===== src/rtl/core/slcd_pkg.sv =====
package slcd_pkg;

    localparam logic [7:0] C_END_BYTE = 8'hC0;
    localparam logic [7:0] C_ESC_BYTE = 8'hDB;
    localparam logic [7:0] C_ESC_END  = 8'hDC;
    localparam logic [7:0] C_ESC_ESC  = 8'hDD;

    localparam logic [15:0] C_CRC_INIT = 16'hFFFF;
    localparam logic [15:0] C_CRC_POLY = 16'h8408;

    localparam int unsigned POS_W   = 11;
    localparam int unsigned IDX_W   = 10;
    localparam int unsigned MAX_FRAME = 1024;
    localparam logic [POS_W-1:0] C_LIMIT_CAP = POS_W'(MAX_FRAME);
    localparam logic [POS_W-1:0] C_LIMIT_RESET = 11'd1024;

    localparam int unsigned QUEUE_DEPTH = 2;
    localparam int unsigned QPTR_W = $clog2(QUEUE_DEPTH);
    localparam int unsigned QCNT_W = $clog2(QUEUE_DEPTH + 1);

    typedef enum logic [1:0] {
        KIND_DATA     = 2'd0,
        KIND_GOOD     = 2'd1,
        KIND_CRC_ERR  = 2'd2,
        KIND_OVERFLOW = 2'd3
    } t_kind;

    typedef struct packed {
        t_kind            kind;
        logic [7:0]       data;
        logic [IDX_W-1:0] index;
        logic [IDX_W-1:0] length;
    } t_result;

    function automatic logic [15:0] crc_byte(input logic [15:0] crc, input logic [7:0] b);
        logic [15:0] c;
        c = crc ^ {8'h00, b};
        for (int k = 0; k < 8; k++) begin
            c = c[0] ? ((c >> 1) ^ C_CRC_POLY) : (c >> 1);
        end
        return c;
    endfunction

endpackage


===== src/rtl/core/slcd_front.sv =====
module slcd_front (
    input  logic                         i_clk,
    input  logic                         i_rst_n,
    input  logic                         i_valid,
    input  logic [7:0]                   i_byte,
    input  logic                         i_full,
    input  logic                         i_cfg_valid,
    input  logic [slcd_pkg::POS_W-1:0]   i_cfg_data,
    output logic                         o_stall,
    output logic                         o_push,
    output slcd_pkg::t_result            o_result
);

    logic [slcd_pkg::POS_W-1:0] r_limit;
    logic [slcd_pkg::POS_W-1:0] r_pos;
    logic                       r_esc;
    logic [15:0]                r_crc;

    logic [slcd_pkg::POS_W-1:0] n_pos;
    logic                       n_esc;
    logic [15:0]                n_crc;
    logic                       n_push;
    slcd_pkg::t_result          n_result;
    logic                       accept;
    logic [7:0]                 dec_byte;

    assign o_stall = i_full;
    assign accept  = i_valid && !i_full;

    always_comb begin
        n_pos    = r_pos;
        n_esc    = r_esc;
        n_crc    = r_crc;
        n_push   = 1'b0;
        n_result = '{kind: slcd_pkg::KIND_DATA, data: 8'h00, index: '0, length: '0};
        dec_byte = i_byte;
        if (r_esc && i_byte == slcd_pkg::C_ESC_END) begin
            dec_byte = slcd_pkg::C_END_BYTE;
        end else if (r_esc && i_byte == slcd_pkg::C_ESC_ESC) begin
            dec_byte = slcd_pkg::C_ESC_BYTE;
        end
        if (i_byte == slcd_pkg::C_ESC_BYTE) begin
            n_esc = 1'b1;
        end else if (i_byte == slcd_pkg::C_END_BYTE) begin
            n_pos = '0;
            n_esc = 1'b0;
            n_crc = slcd_pkg::C_CRC_INIT;
            if (r_pos >= slcd_pkg::POS_W'(2)) begin
                n_push = 1'b1;
                if (r_crc == 16'h0000) begin
                    n_result.kind   = slcd_pkg::KIND_GOOD;
                    n_result.length = slcd_pkg::IDX_W'(r_pos - slcd_pkg::POS_W'(2));
                end else begin
                    n_result.kind = slcd_pkg::KIND_CRC_ERR;
                end
            end
        end else if (r_pos < r_limit) begin
            n_push         = 1'b1;
            n_result.data  = dec_byte;
            n_result.index = r_pos[slcd_pkg::IDX_W-1:0];
            n_crc          = slcd_pkg::crc_byte(r_crc, dec_byte);
            n_pos          = r_pos + slcd_pkg::POS_W'(1);
            n_esc          = 1'b0;
        end else begin
            n_push        = 1'b1;
            n_result.kind = slcd_pkg::KIND_OVERFLOW;
            n_pos         = '0;
            n_esc         = 1'b0;
            n_crc         = slcd_pkg::C_CRC_INIT;
        end
    end

    always_ff @(posedge i_clk) begin
        if (!i_rst_n) begin
            r_limit <= slcd_pkg::C_LIMIT_RESET;
            r_pos   <= '0;
            r_esc   <= 1'b0;
            r_crc   <= slcd_pkg::C_CRC_INIT;
        end else if (i_cfg_valid) begin
            r_limit <= (i_cfg_data > slcd_pkg::C_LIMIT_CAP) ? slcd_pkg::C_LIMIT_CAP : i_cfg_data;
            r_pos   <= '0;
            r_esc   <= 1'b0;
            r_crc   <= slcd_pkg::C_CRC_INIT;
        end else if (accept) begin
            r_pos <= n_pos;
            r_esc <= n_esc;
            r_crc <= n_crc;
        end
    end

    assign o_push   = accept && n_push;
    assign o_result = n_result;

    property p_limit_capped;
        @(posedge i_clk) disable iff (!i_rst_n) r_limit <= slcd_pkg::C_LIMIT_CAP;
    endproperty
    a_limit_capped: assert property (p_limit_capped) else $error("limit above cap");

    property p_pos_bounded;
        @(posedge i_clk) disable iff (!i_rst_n) r_pos <= r_limit || r_pos == '0;
    endproperty
    a_pos_bounded: assert property (p_pos_bounded) else $error("frame position past limit");

    property p_cfg_restart;
        @(posedge i_clk) disable iff (!i_rst_n)
            i_cfg_valid |=> (r_pos == '0 && !r_esc && r_crc == slcd_pkg::C_CRC_INIT);
    endproperty
    a_cfg_restart: assert property (p_cfg_restart) else $error("receiver not restarted");

endmodule


===== src/rtl/core/slcd_queue.sv =====
module slcd_queue (
    input  logic              i_clk,
    input  logic              i_rst_n,
    input  logic              i_push,
    input  slcd_pkg::t_result i_wr_data,
    input  logic              i_pop,
    output logic              o_full,
    output logic              o_rd_valid,
    output slcd_pkg::t_result o_rd_data
);

    slcd_pkg::t_result                r_mem [slcd_pkg::QUEUE_DEPTH];
    logic [slcd_pkg::QPTR_W-1:0]      r_wr_ptr;
    logic [slcd_pkg::QPTR_W-1:0]      r_rd_ptr;
    logic [slcd_pkg::QCNT_W-1:0]      r_count;

    assign o_full     = (r_count == slcd_pkg::QCNT_W'(slcd_pkg::QUEUE_DEPTH));
    assign o_rd_valid = (r_count != '0);
    assign o_rd_data  = r_mem[r_rd_ptr];

    always_ff @(posedge i_clk) begin
        if (i_push) begin
            r_mem[r_wr_ptr] <= i_wr_data;
        end
    end

    always_ff @(posedge i_clk) begin
        if (!i_rst_n) begin
            r_wr_ptr <= '0;
            r_rd_ptr <= '0;
            r_count  <= '0;
        end else begin
            if (i_push) begin
                r_wr_ptr <= (r_wr_ptr == slcd_pkg::QPTR_W'(slcd_pkg::QUEUE_DEPTH - 1))
                            ? '0 : r_wr_ptr + slcd_pkg::QPTR_W'(1);
            end
            if (i_pop) begin
                r_rd_ptr <= (r_rd_ptr == slcd_pkg::QPTR_W'(slcd_pkg::QUEUE_DEPTH - 1))
                            ? '0 : r_rd_ptr + slcd_pkg::QPTR_W'(1);
            end
            if (i_push && !i_pop) begin
                r_count <= r_count + slcd_pkg::QCNT_W'(1);
            end else if (i_pop && !i_push) begin
                r_count <= r_count - slcd_pkg::QCNT_W'(1);
            end
        end
    end

    property p_no_push_full;
        @(posedge i_clk) disable iff (!i_rst_n) i_push |-> !o_full;
    endproperty
    a_no_push_full: assert property (p_no_push_full) else $error("push into full queue");

    property p_no_pop_empty;
        @(posedge i_clk) disable iff (!i_rst_n) i_pop |-> o_rd_valid;
    endproperty
    a_no_pop_empty: assert property (p_no_pop_empty) else $error("pop from empty queue");

    property p_count_bounded;
        @(posedge i_clk) disable iff (!i_rst_n)
            r_count <= slcd_pkg::QCNT_W'(slcd_pkg::QUEUE_DEPTH);
    endproperty
    a_count_bounded: assert property (p_count_bounded) else $error("queue count overrun");

endmodule


===== src/rtl/core/slcd_back.sv =====
module slcd_back (
    input  logic              i_clk,
    input  logic              i_rst_n,
    input  logic              i_rd_valid,
    input  slcd_pkg::t_result i_rd_data,
    input  logic              i_stall,
    output logic              o_pop,
    output logic              o_valid,
    output slcd_pkg::t_result o_result
);

    logic              r_valid;
    slcd_pkg::t_result r_result;

    assign o_pop    = i_rd_valid && (!r_valid || !i_stall);
    assign o_valid  = r_valid;
    assign o_result = r_result;

    always_ff @(posedge i_clk) begin
        if (!i_rst_n) begin
            r_valid <= 1'b0;
        end else if (!r_valid || !i_stall) begin
            r_valid <= i_rd_valid;
        end
    end

    always_ff @(posedge i_clk) begin
        if (o_pop) begin
            r_result <= i_rd_data;
        end
    end

endmodule


===== src/rtl/core/slip_crc_frame_decoder.sv =====
// The front stage decodes escapes and updates the CRC bytewise combinationally and
// pushes each result into the queue when its byte is accepted; the output register
// driving o_result_valid takes it from the queue head. One line byte per cycle while
// o_line_stall is low; a two-entry queue and the output register absorb result stalls.
// Reset: synchronous, active low; clears the frame, sets buffer_size to 1024,
// empties the queue. Config writes are always ready and restart the frame.
module slip_crc_frame_decoder (
    input  logic                        i_clk,
    input  logic                        i_rst_n,
    input  logic                        i_line_valid,
    input  logic [7:0]                  i_line_byte,
    output logic                        o_line_stall,
    input  logic                        i_cfg_valid,
    output logic                        o_cfg_ready,
    input  logic [10:0]                 i_cfg_buffer_size,
    output logic                        o_result_valid,
    input  logic                        i_result_stall,
    output logic [1:0]                  o_result_kind,
    output logic [7:0]                  o_data_byte,
    output logic [9:0]                  o_byte_index,
    output logic [9:0]                  o_payload_length
);

    logic              full;
    logic              push;
    logic              pop;
    logic              rd_valid;
    slcd_pkg::t_result wr_data;
    slcd_pkg::t_result rd_data;
    slcd_pkg::t_result out_result;

    assign o_cfg_ready = 1'b1;

    slcd_front u_front (
        .i_clk       (i_clk),
        .i_rst_n     (i_rst_n),
        .i_valid     (i_line_valid),
        .i_byte      (i_line_byte),
        .i_full      (full),
        .i_cfg_valid (i_cfg_valid),
        .i_cfg_data  (i_cfg_buffer_size),
        .o_stall     (o_line_stall),
        .o_push      (push),
        .o_result    (wr_data)
    );

    slcd_queue u_queue (
        .i_clk      (i_clk),
        .i_rst_n    (i_rst_n),
        .i_push     (push),
        .i_wr_data  (wr_data),
        .i_pop      (pop),
        .o_full     (full),
        .o_rd_valid (rd_valid),
        .o_rd_data  (rd_data)
    );

    slcd_back u_back (
        .i_clk      (i_clk),
        .i_rst_n    (i_rst_n),
        .i_rd_valid (rd_valid),
        .i_rd_data  (rd_data),
        .i_stall    (i_result_stall),
        .o_pop      (pop),
        .o_valid    (o_result_valid),
        .o_result   (out_result)
    );

    assign o_result_kind    = out_result.kind;
    assign o_data_byte      = out_result.data;
    assign o_byte_index     = out_result.index;
    assign o_payload_length = out_result.length;

endmodule


===== config.mk =====
export PLATFORM = sky130hd
export DESIGN_NAME = slip_crc_frame_decoder
export DESIGN_NICKNAME = d
export VERILOG_FILES = /design/src/rtl/core/slcd_pkg.sv /design/src/rtl/core/slcd_front.sv /design/src/rtl/core/slcd_queue.sv /design/src/rtl/core/slcd_back.sv /design/src/rtl/core/slip_crc_frame_decoder.sv
export SDC_FILE = /design/constraint.sdc
export NUM_CORES = 1
export LEC_CHECK = 0
export ABC_AREA = 1
export BUFFER_PORTS_ARGS = -buffer_cell sky130_fd_sc_hd__buf_4
export CORE_MARGIN = 2
export CORE_UTILIZATION = 25
export DETAILED_ROUTE_END_ITERATION = 8
export PLACE_DENSITY_LB_ADDON = 0.15
export SLEW_MARGIN = 10
export SYNTH_ARGS = -nofsm -noshare
export SYNTH_HDL_FRONTEND = slang
export SYNTH_HIERARCHICAL = 1
export SYNTH_SLANG_ARGS = --single-unit

===== constraint.sdc =====
create_clock -name i_clk -period 3.4 [get_ports i_clk]
set_clock_uncertainty 0.2 [all_clocks]
set_input_delay 0.34 -clock i_clk [delete_from_list [all_inputs] [get_ports i_clk]]
set_output_delay 0.34 -clock i_clk [all_outputs]
set_load 0.05 [all_outputs]

Yosys cells after proc, flatten, opt, wreduce, memory -nomap -nowiden. Memory sizes are Yosys's and may differ from the RTL's. A register that Yosys moved wholly into a read port is not among the register bits. Cells that the tools add are included.

Register bits: 44. Bits in writable memories: 60. Input port bits: 24. Output and inout bits: 33. Logic and storage cells: 87. Memories kept: 1.

$add $sub $neg: 6. Order comparisons: 3. Equality and inequality tests: 5. Mux-type cells: 35. Bitwise logic cells: 11. Reduce and logical (&&, ||, !) cells: 18.

Memories: u_queue.r_mem (depth 2, width 30, read ports 1, clocked after memory_dff 1, wr ports 1, RTL line slcd_queue.sv:12) `slcd_pkg::t_result r_mem [slcd_pkg::QUEUE_DEPTH];`.

Operator list (count): $mux W16 (10); $mux W18 (2); $mux W11 (3); $eq A8 B8 Y1 const B (4); $mux W10 (3); $mux W30 (1); $not A2 Y3 (8); $logic_not A16 Y1 (1); $mux W8 (2); $xor A16 B8 Y16 (1); $mux W2 (6); $add A11 B1 Y11 const B (1); $ge A11 B2 Y1 const B (1); $gt A11 B11 Y1 const B (1); $lt A11 B11 Y1 (1); $sub A10 B2 Y10 const B (1); $mux W1 (8); $logic_and A1 B1 Y1 (7); $logic_not A1 Y1 (5); $reduce_bool A2 Y1 (2); $add A1 B1 Y1 const B (2); $add A2 B1 Y2 const B (1); $eq A2 B2 Y1 const B (1); $not A1 Y1 (2); 4 further kinds (4).

Logic depth before layout (Yosys ltp). Gate-level depths: netlist of the first run.

Depth in word-level cells: 23. Depth in mapped cells: 16. Mapped depth without buffers: 16.

Hierarchy. Netlist of the first run, hierarchy kept.

Modules (own cells, without submodules): slcd_front (times used 1, cells an instance 428, area each 2821.5 um2, sequential area each 780.7 um2); slcd_queue (times used 1, cells an instance 128, area each 2513.7 um2, sequential area each 1901.8 um2); slcd_back (times used 1, cells an instance 36, area each 945.9 um2, sequential area each 920.9 um2); slip_crc_frame_decoder (times used 1, cells an instance 2, area each 11.3 um2, sequential area each 0.0 um2).

Least setup slack after synthesis of the first run. No wires, ideal clock.

Path kind: reg2reg. From: register u_front/r_pos[1] (netlist name). To: memory u_queue/r_mem[0][0] (netlist name), enable pin. Setup time: 0.417 ns. Arrival: 2.622 ns. Required time: 2.783 ns. Path slack: 0.161 ns. Stages on the path, launching flop included: 12. Path buffers: 0. Period minus slack after synthesis: 3.239 ns. Cells stage by stage: dfxtp_1 -> inv_1 -> ha_1 -> nand2_1 -> nor2_1 -> nand2_1 -> nor2_1 -> nand4_1 -> nor2_1 -> nor2_1 -> inv_1 -> nor2_1.

Word-level cells in the longest chain between the ends: 7.

Ends and longest elaborated chain: start, declared (RTL line slcd_front.sv:15) `logic [slcd_pkg::POS_W-1:0] r_pos;`; start signal, assigned (RTL line slcd_front.sv:85) `r_pos <= n_pos;`; $ge A11 B2 Y1 (RTL line slcd_front.sv:48) `if (r_pos >= slcd_pkg::POS_W'(2)) begin`; $mux W1 (RTL line slcd_front.sv:48); $mux W1 (RTL line slcd_front.sv:44) `end else if (i_byte == slcd_pkg::C_END_BYTE) begin`; $mux W1 (RTL line slcd_front.sv:42) `if (i_byte == slcd_pkg::C_ESC_BYTE) begin`; $logic_and A1 B1 Y1 (RTL line slcd_front.sv:91) `assign o_push = accept && n_push;`; via push (RTL line slip_crc_frame_decoder.sv:25) `logic push;`; $mux W1 (RTL line slcd_queue.sv:22) `if (i_push) begin`; $mux W1 (not written as such) (RTL line slcd_queue.sv:23) `r_mem[r_wr_ptr] <= i_wr_data;`; end, declared (RTL line slcd_queue.sv:12).

The timed path passes the listed nets, and every way through them passes these cells.

Final worst setup path of the first run.
From: register u_front/r_pos[1] (netlist name). To: memory u_queue/r_mem[0][22] (netlist name), enable pin.

Same word-level chain as after synthesis.

==> metrics.md, run 1 <==
| Metric | Value |
|---|---|
| Status | `finished, final reports clean` |
| Syn Nets | `about 630` |
| EDFF count, synth | `90` |
| Hold Path Cell Cnt | `3` |
| Layout overhead on the synthesized area | `24.7%` |
| Number of buffers and inverters on the critical path | `3` |
| Drt wl/cell | `~14 µm` |
| DIE AREA | `~0.026 mm²` |
| Most common cell in the netlist | `nand2_1` |
| Crit end category | `flip-flop` |
| Sink Count | `between 100 and 150` |
| CP startpoint kind | `flip-flop` |
| Worst Path Required | `between 3 and 4 ns` |
| Beginning of the worst register-to-register path | `u_front/r_pos[1]` |
| Pwr/cell area | `just over 800 mW/mm²` |
| Core area | `roughly 0.025 mm²` |
| YS warnings | `6` |
| Die Width | `~160 µm` |
| Rel. slew slack | `58.4%` |
| CP dominant cell by count | `nor2_1` |
| Antenna viol nets, final | `0` |
| CTS max path bufs | `2` |
| Seq/Total Area, Yosys | `57.3%` |
| Most used DFF post-synth | `edfxtp_1` |
| Rows | `slightly below 60` |
| Distinct cells, synth | `42` |
| Pleak | `between 3 and 4 nW` |
| TritonCTS clock tree | `built` |
| Filler Cell Count | `approximately 2600` |
| Drt drc | `0` |
| Diodes inserted | `0` |
| Initial Util | `between 20% and 30%` |
| Grt ovf | `0` |
| Vias | `about 4200` |
| Area share of the largest cell type after synthesis | `between 40 and 50%` |
| Dpl ws | `roughly 0.8 ns` |
| Max-slew violations | `0` |
| Fmax | `just under 0.4 GHz` |
| Asr flop ratio synth | `0%` |
| GRT Overall Usage | `approximately 11%` |
| Final setup fails | `0` |
| Clk_lat worst skew | `between 0.4 and 0.5 ns` |
| Crit path DAT | `between 2 and 2.5 ns` |
| Worst setup margin | `0.804 ns` |
| Share of cells above drive strength 1 | `a little under a quarter` |
| # port buffers | `55` |
| FF-to-FF End | `u_queue/r_mem[0][22]` |
| Number of global-route vias before repair | `roughly 4300` |
| Hold_sp | `i_cfg_buffer_size[2]` |
| Post-DP HPWL | `10100 µm` |
| DR vias/cell | `about 4.1` |
| Post-synth top area cell | `edfxtp_1` |
| IO Count | `57` |
| Syn avg cell area | `approximately 11 µm²` |
| Die H | `between 150 and 200 µm` |
| FF+latch count, synth | `135` |
| Nets | `approximately 710` |
| Antenna violations before repair | `0` |
| RSZ-0062 raised after global routing | `false` |
| Hold crit path type | `in2reg` |
| Post-CTS setup buffers | `0` |
| Clock transition at path regs | `around 0.060 ns` |
| Max-Cap Viols | `0` |
| First-pass GRT wire length | `roughly 22000 µm` |
| Crit Path Max Fanout | `30` |
| WHS | `around 0.0065 ns` |
| Clock period minus worst slack | `2.60 ns` |
| Final wirelength | `13800 µm` |
| CTS root buf | `clkbuf_16` |
| Placer's final routability congestion estimate | `approximately 0.82` |
| Initial DRC count | `204` |
| R2R depth | `12` |
| Crit-path slowest cell | `dfxtp_1` |
| Worst slew pin tran | `~0.62 ns` |
| R2r setup slk | `~0.8 ns` |
| Crit-path leading delay family | `simple AND/OR/NAND/NOR gates` |
| Syn Inst Count | `roughly 590` |
| Top post-synthesis cells by area | `edfxtp_1 (43%), dfxtp_1 (14%), mux2_4 (7.2%)` |
| Crit path largest cell delay | `0.43 ns` |
| VDD IR-drop max | `360 µV` |
| Post-route setup TNS | `0 ns` |
| Hold endpoint | `u_front/r_limit[2]` |
| Cell Area, Synth | `about 0.0063 mm²` |
| Crit-path cells | `inv_1, ha_1, nand2_1, nor2_1, nand2_1, nor2_1, nand4_1, nor2_1, nor2_1, inv_1, nor2_2, buf_4` |
| Drt first pass iters | `4` |
| Period utilisation layout | `roughly three quarters` |
| Fin. Hold Viols | `0` |
| Largest net degree at the start of global routing | `34` |
| H-tree Lvls | `4` |
| Commonest cells in the netlist | `nand2_1 (91), edfxtp_1 (90), inv_1 (84)` |
| CP Class | `reg2reg` |
| CTS Buf Count | `17` |
| Post-layout util | `about a third` |
[metal layers]
metal | GRT usage [%] | wire length, µm
met1 | 13.7 | 6510
met2 | 18.1 | 6440
met3 | 2.11 | 431
met4 | 5.15 | 373
met5 | 0 | 0
[metrics by stage]
stage | power [mW] | area [µm²] | std cells
after floorplan | 3.81 | 6290 | 594
after global placement | 4.31 | 7090 | 975
after detailed placement | 4.33 | 7090 | 975
after CTS | 6.43 | 7850 | 1017
after global routing | 6.62 | 7850 | 1017
final | 6.32 | 7850 | 1017
[sequential cells by signal, summed over array words and instances, names as in the netlist, named ones only]
signal            count
u_front/r_crc        16
u_queue/r_mem        60
u_queue/r_count       2
u_queue/r_rd_ptr      1
u_front/r_limit      11
u_front/r_pos        11
u_queue/r_wr_ptr      1
u_front/r_esc         1
u_back/o_result      30
u_back/o_valid        1
[worst reg2reg max path, cell delays in order (launching register included)]
cell and delay (ns):
dfxtp_1 0.43, inv_1 0.13, ha_1 0.22, nand2_1 0.08, nor2_1 0.07, nand2_1 0.11, nor2_1 0.07, nand4_1 0.11
nor2_1 0.06, nor2_1 0.22, inv_1 0.09, nor2_2 0.08, buf_4 0.37
[final cells by class]
class                      count  area (µm²)  share of cell area [%]
multi-input combinational    359        2280                    29.1
clock inverter                13         225                    2.87
tap                          330         413                    5.26
clock buffer                  19         433                    5.52
sequential                   135        3600                    45.9
timing repair buffer          70         551                    7.01
inverter                      91         342                    4.35
[worst max path at each step]
stage                          start              endpoint  slack, ns  cells past startpoint
finish              u_front/r_pos[1]  u_queue/r_mem[0][22]       0.80                     12
global route        u_front/r_pos[1]  u_queue/r_mem[1][28]       0.51                     12
CTS                 u_front/r_pos[1]  u_queue/r_mem[0][25]       0.78                     12
detailed placement  u_front/r_pos[1]  u_queue/r_mem[0][26]       0.80                     12
global placement    u_front/r_pos[1]  u_queue/r_mem[0][23]       0.87                     12
floorplan           u_front/r_pos[1]   u_queue/r_mem[0][0]       0.16                     11
[where the power goes]
group / switching (mW) / total [mW] / internal, mW
clock: 0.682 / 2.06 / 1.37
combinational: 1.25 / 1.89 / 0.647
sequential: 0.165 / 2.38 / 2.21
[timing repair]
item,4_1_cts,5_1_grt
endpoints found under the setup margin,0,0
gates resized for setup,0,0
endpoints found under the hold margin,9,0
hold buffers,10,0
[cell families (layout without fill, tap and decap cells)]
| family | count (synthesis) | in the layout | share of synthesized area (%) |
|---|---|---|---|
| simple gates | 250 | 250 | 19.3 |
| flops | 135 | 135 | 57.3 |
| buf+inv | 100 | 193 | 6.70 |
| compound gates | 46 | 46 | 4.16 |
| mux | 30 | 30 | 7.16 |
| xor+xnor | 17 | 17 | 2.37 |
| fa+ha+maj | 15 | 15 | 2.98 |
| other cells | 1 | 1 | 0.0596 |
[placed cells by master (no fill, tap or decap), drive strengths merged]
cell         synthesis  final
nand2              105    105
or2                  2      2
nand3               46     46
inv                 91     93
conb                 1      1
dlygate4sd3          0     10
nand3b               1      1
a22oi                3      3
a21oi               21     21
clkinv               0      4
xor2                14     14
nand4               13     13
o21bai               1      1
a31oi                1      1
nor4                 4      4
o21a                 1      1
o21ai               11     11
mux2                30     30
buf                  7     60
dfxtp               45     45
edfxtp              90     90
xnor2                3      3
clkinvlp             0      1
clkbuf               2     19
ha                  15     15
nor2                73     73
o22ai                8      8
bufinv               0      6
nor3                 6      6
Note: power is estimated with default switching activity, not from simulation.
==> inputs of run 2 (changes only) <==
Clock period 3.4 ns to 2.4 ns, I/O delays scaled along.
==> metrics.md, run 2 (synthesis gave the netlist of run 1 again) <==
| Metric | Value |
|---|---|
| Commonest non-fill, non-tap cells in the layout | `edfxtp_1 (90), nand2_1 (89), inv_1 (82), buf_4 (79), nor2_1 (63)` |
| Period utilisation layout | `a little over nine tenths` |
| WHS | `about 0.037 ns` |
| Hold crit path type | `in2reg` |
| Drt wl/cell | `about 13 µm` |
| Number of global-route vias before repair | `approximately 4400` |
| Antenna viol nets, final | `0` |
| H-tree Lvls | `4` |
| Grt ovf | `0` |
| Diodes inserted | `0` |
| First-pass GRT wire length | `22100 µm` |
| GRT Overall Usage | `10.9%` |
| Sw frac | `around a third` |
| Worst Path Required | `2.30 ns` |
| R2R depth | `10` |
| Share of cells above drive strength 1 | `about 27%` |
| Post-layout util | `32.4%` |
| Final wirelength | `around 14000 µm` |
| Placement Cell Area | `0.00730 mm²` |
| CTS max path bufs | `2` |
| Post-DP HPWL | `10200 µm` |
| Clock period minus worst slack | `roughly 2.3 ns` |
| DR vias/cell | `between 4 and 5` |
| Drt first pass iters | `4` |
| Clk_lat worst skew | `~0.42 ns` |
| Layout overhead on the synthesized area | `28.5%` |
| Crit end category | `flip-flop` |
| Drt drc | `0` |
| Most flops, register | `u_queue/r_mem` |
| Antenna violations before repair | `0` |
| Core area | `approximately 0.025 mm²` |
| CP startpoint kind | `flip-flop` |
| Status | `finished, final reports clean` |
| Reg power frac | `between 30 and 40%` |
| Die H | `~160 µm` |
| Fmax | `approximately 0.44 GHz` |
| Nets | `739` |
| Largest net degree at the start of global routing | `33` |
| Rel. slew slack | `62.5%` |
| Placer's final routability congestion estimate | `0.860` |
| Sink Count | `135` |
| # port buffers | `between 50 and 60` |
| Final setup fails | `0` |
| Total power draw | `around 8.9 mW` |
| Max-slew violations | `0` |
| Die Width | `163 µm` |
| Combinational Power Share | `between 30% and 40%` |
| Max-Cap Viols | `0` |
| Leading cell type in the layout, fill and taps excluded | `edfxtp_1` |
| Worst slew pin tran | `0.563 ns` |
| Dpl ws | `0.0970 ns` |
| Initial DRC count | `155` |
| NetSw | `around 3.1 mW` |
| VDD IR-drop max | `between 500 and 600 µV` |
| Max FFs per register | `60` |
| Initial Util | `between 20 and 30%` |
| CP Class | `reg2reg` |
| TritonCTS clock tree | `built` |
| Rows | `58` |
| Fin. Hold Viols | `0` |
| Pwr/cell area | `approximately 1100 mW/mm²` |
| Finished Cell Area | `0.00808 mm²` |
| CTS Buf Count | `17` |
| Vias | `4307` |
| Pleak | `3.42 nW` |
| Worst setup margin | `between 0.1 and 0.15 ns` |
| DIE AREA | `0.0265 mm²` |
| RSZ-0062 raised after global routing | `true` |
| Clock transition at path regs | `~0.060 ns` |
| IO Count | `57` |
| CTS root buf | `clkbuf_16` |
| Crit Path Max Fanout | `30` |
| Clock Power Share | `a little under a third` |
| Internal power | `roughly 5.8 mW` |
| Hold Path Cell Cnt | `3` |
| Crit path DAT | `between 2 and 2.5 ns` |
## run 2: cell count changes in the layout (fill, tap and decap cells not counted), sizes merged
cell / previous run / this run
clkbuf: 19 / 17
clkinvlp: 1 / 4
dlygate4sd3: 10 / 14
buf: 60 / 82
inv: 93 / 96
clkinv: 4 / 3
bufinv: 6 / 3
## run 2: area by class of cell
type | instances | area (µm²)
Tap cell | 330 | 413
Clock buffer | 17 | 425
Fill cell | 2583 | 16900
Multi-Input combinational cell | 359 | 2310
Sequential cell | 135 | 3610
Timing Repair Buffer | 96 | 793
Inverter | 91 | 345
Clock inverter | 15 | 189
## run 2: timing repair
| item | in CTS | in global routing |
|---|---|---|
| buffers inserted | 0 | 2 |
| gates resized for setup | 0 | 3 |
| endpoints found under the hold margin | 17 | 0 |
| hold buffers | 14 | 0 |
| setup endpoints to repair | 0 | 29 |
## run 2: path summary, 6_finish.rpt
kind	slack, ns	from	end
setup / recovery	0.14	u_front/r_pos[5]	u_queue/r_mem[0][22]
hold / removal	0.04	i_line_byte[6]	u_queue/r_mem[0][26]
setup reg to reg	0.14	u_front/r_pos[5]	u_queue/r_mem[0][22]
hold reg to reg	0.26	u_front/r_limit[10]	u_front/r_limit[10]
## run 2: power by group through the flow
stage                     Clock (mW)  Sequential, mW  Combinational (mW)
after floorplan                    0            4.21                1.20
after global placement             0            3.32                2.86
final                           2.71            3.27                2.89
after global routing            2.90            3.33                3.10
after CTS                       2.79            3.28                2.91
after detailed placement           0            3.33                2.88
## run 2: critical path, stage by stage (launching register included)
cell and delay [ns]:
dfxtp_1 0.37, inv_2 0.12, nand2_1 0.09, nor3_2 0.15, nand4_1 0.13, nand4_1 0.12, nor2_1 0.07, nor2_2 0.22
inv_1 0.12, nor2_4 0.13, buf_12 0.21
## run 2: through the flow
step,instances,TNS [ns]
global route,1043,-0.133
CTS,1041,0
finish,1043,0
global placement,995,0
floorplan,594,0
detailed placement,995,0
## run 2: metal layers
metal	track usage (%)	up-vias	routed length, µm
li1	-	2199	-
met1	13.4	2037	6540
met2	18.6	61	6780
met3	2.57	10	407
met4	3.94	0	170
met5	0	-	0
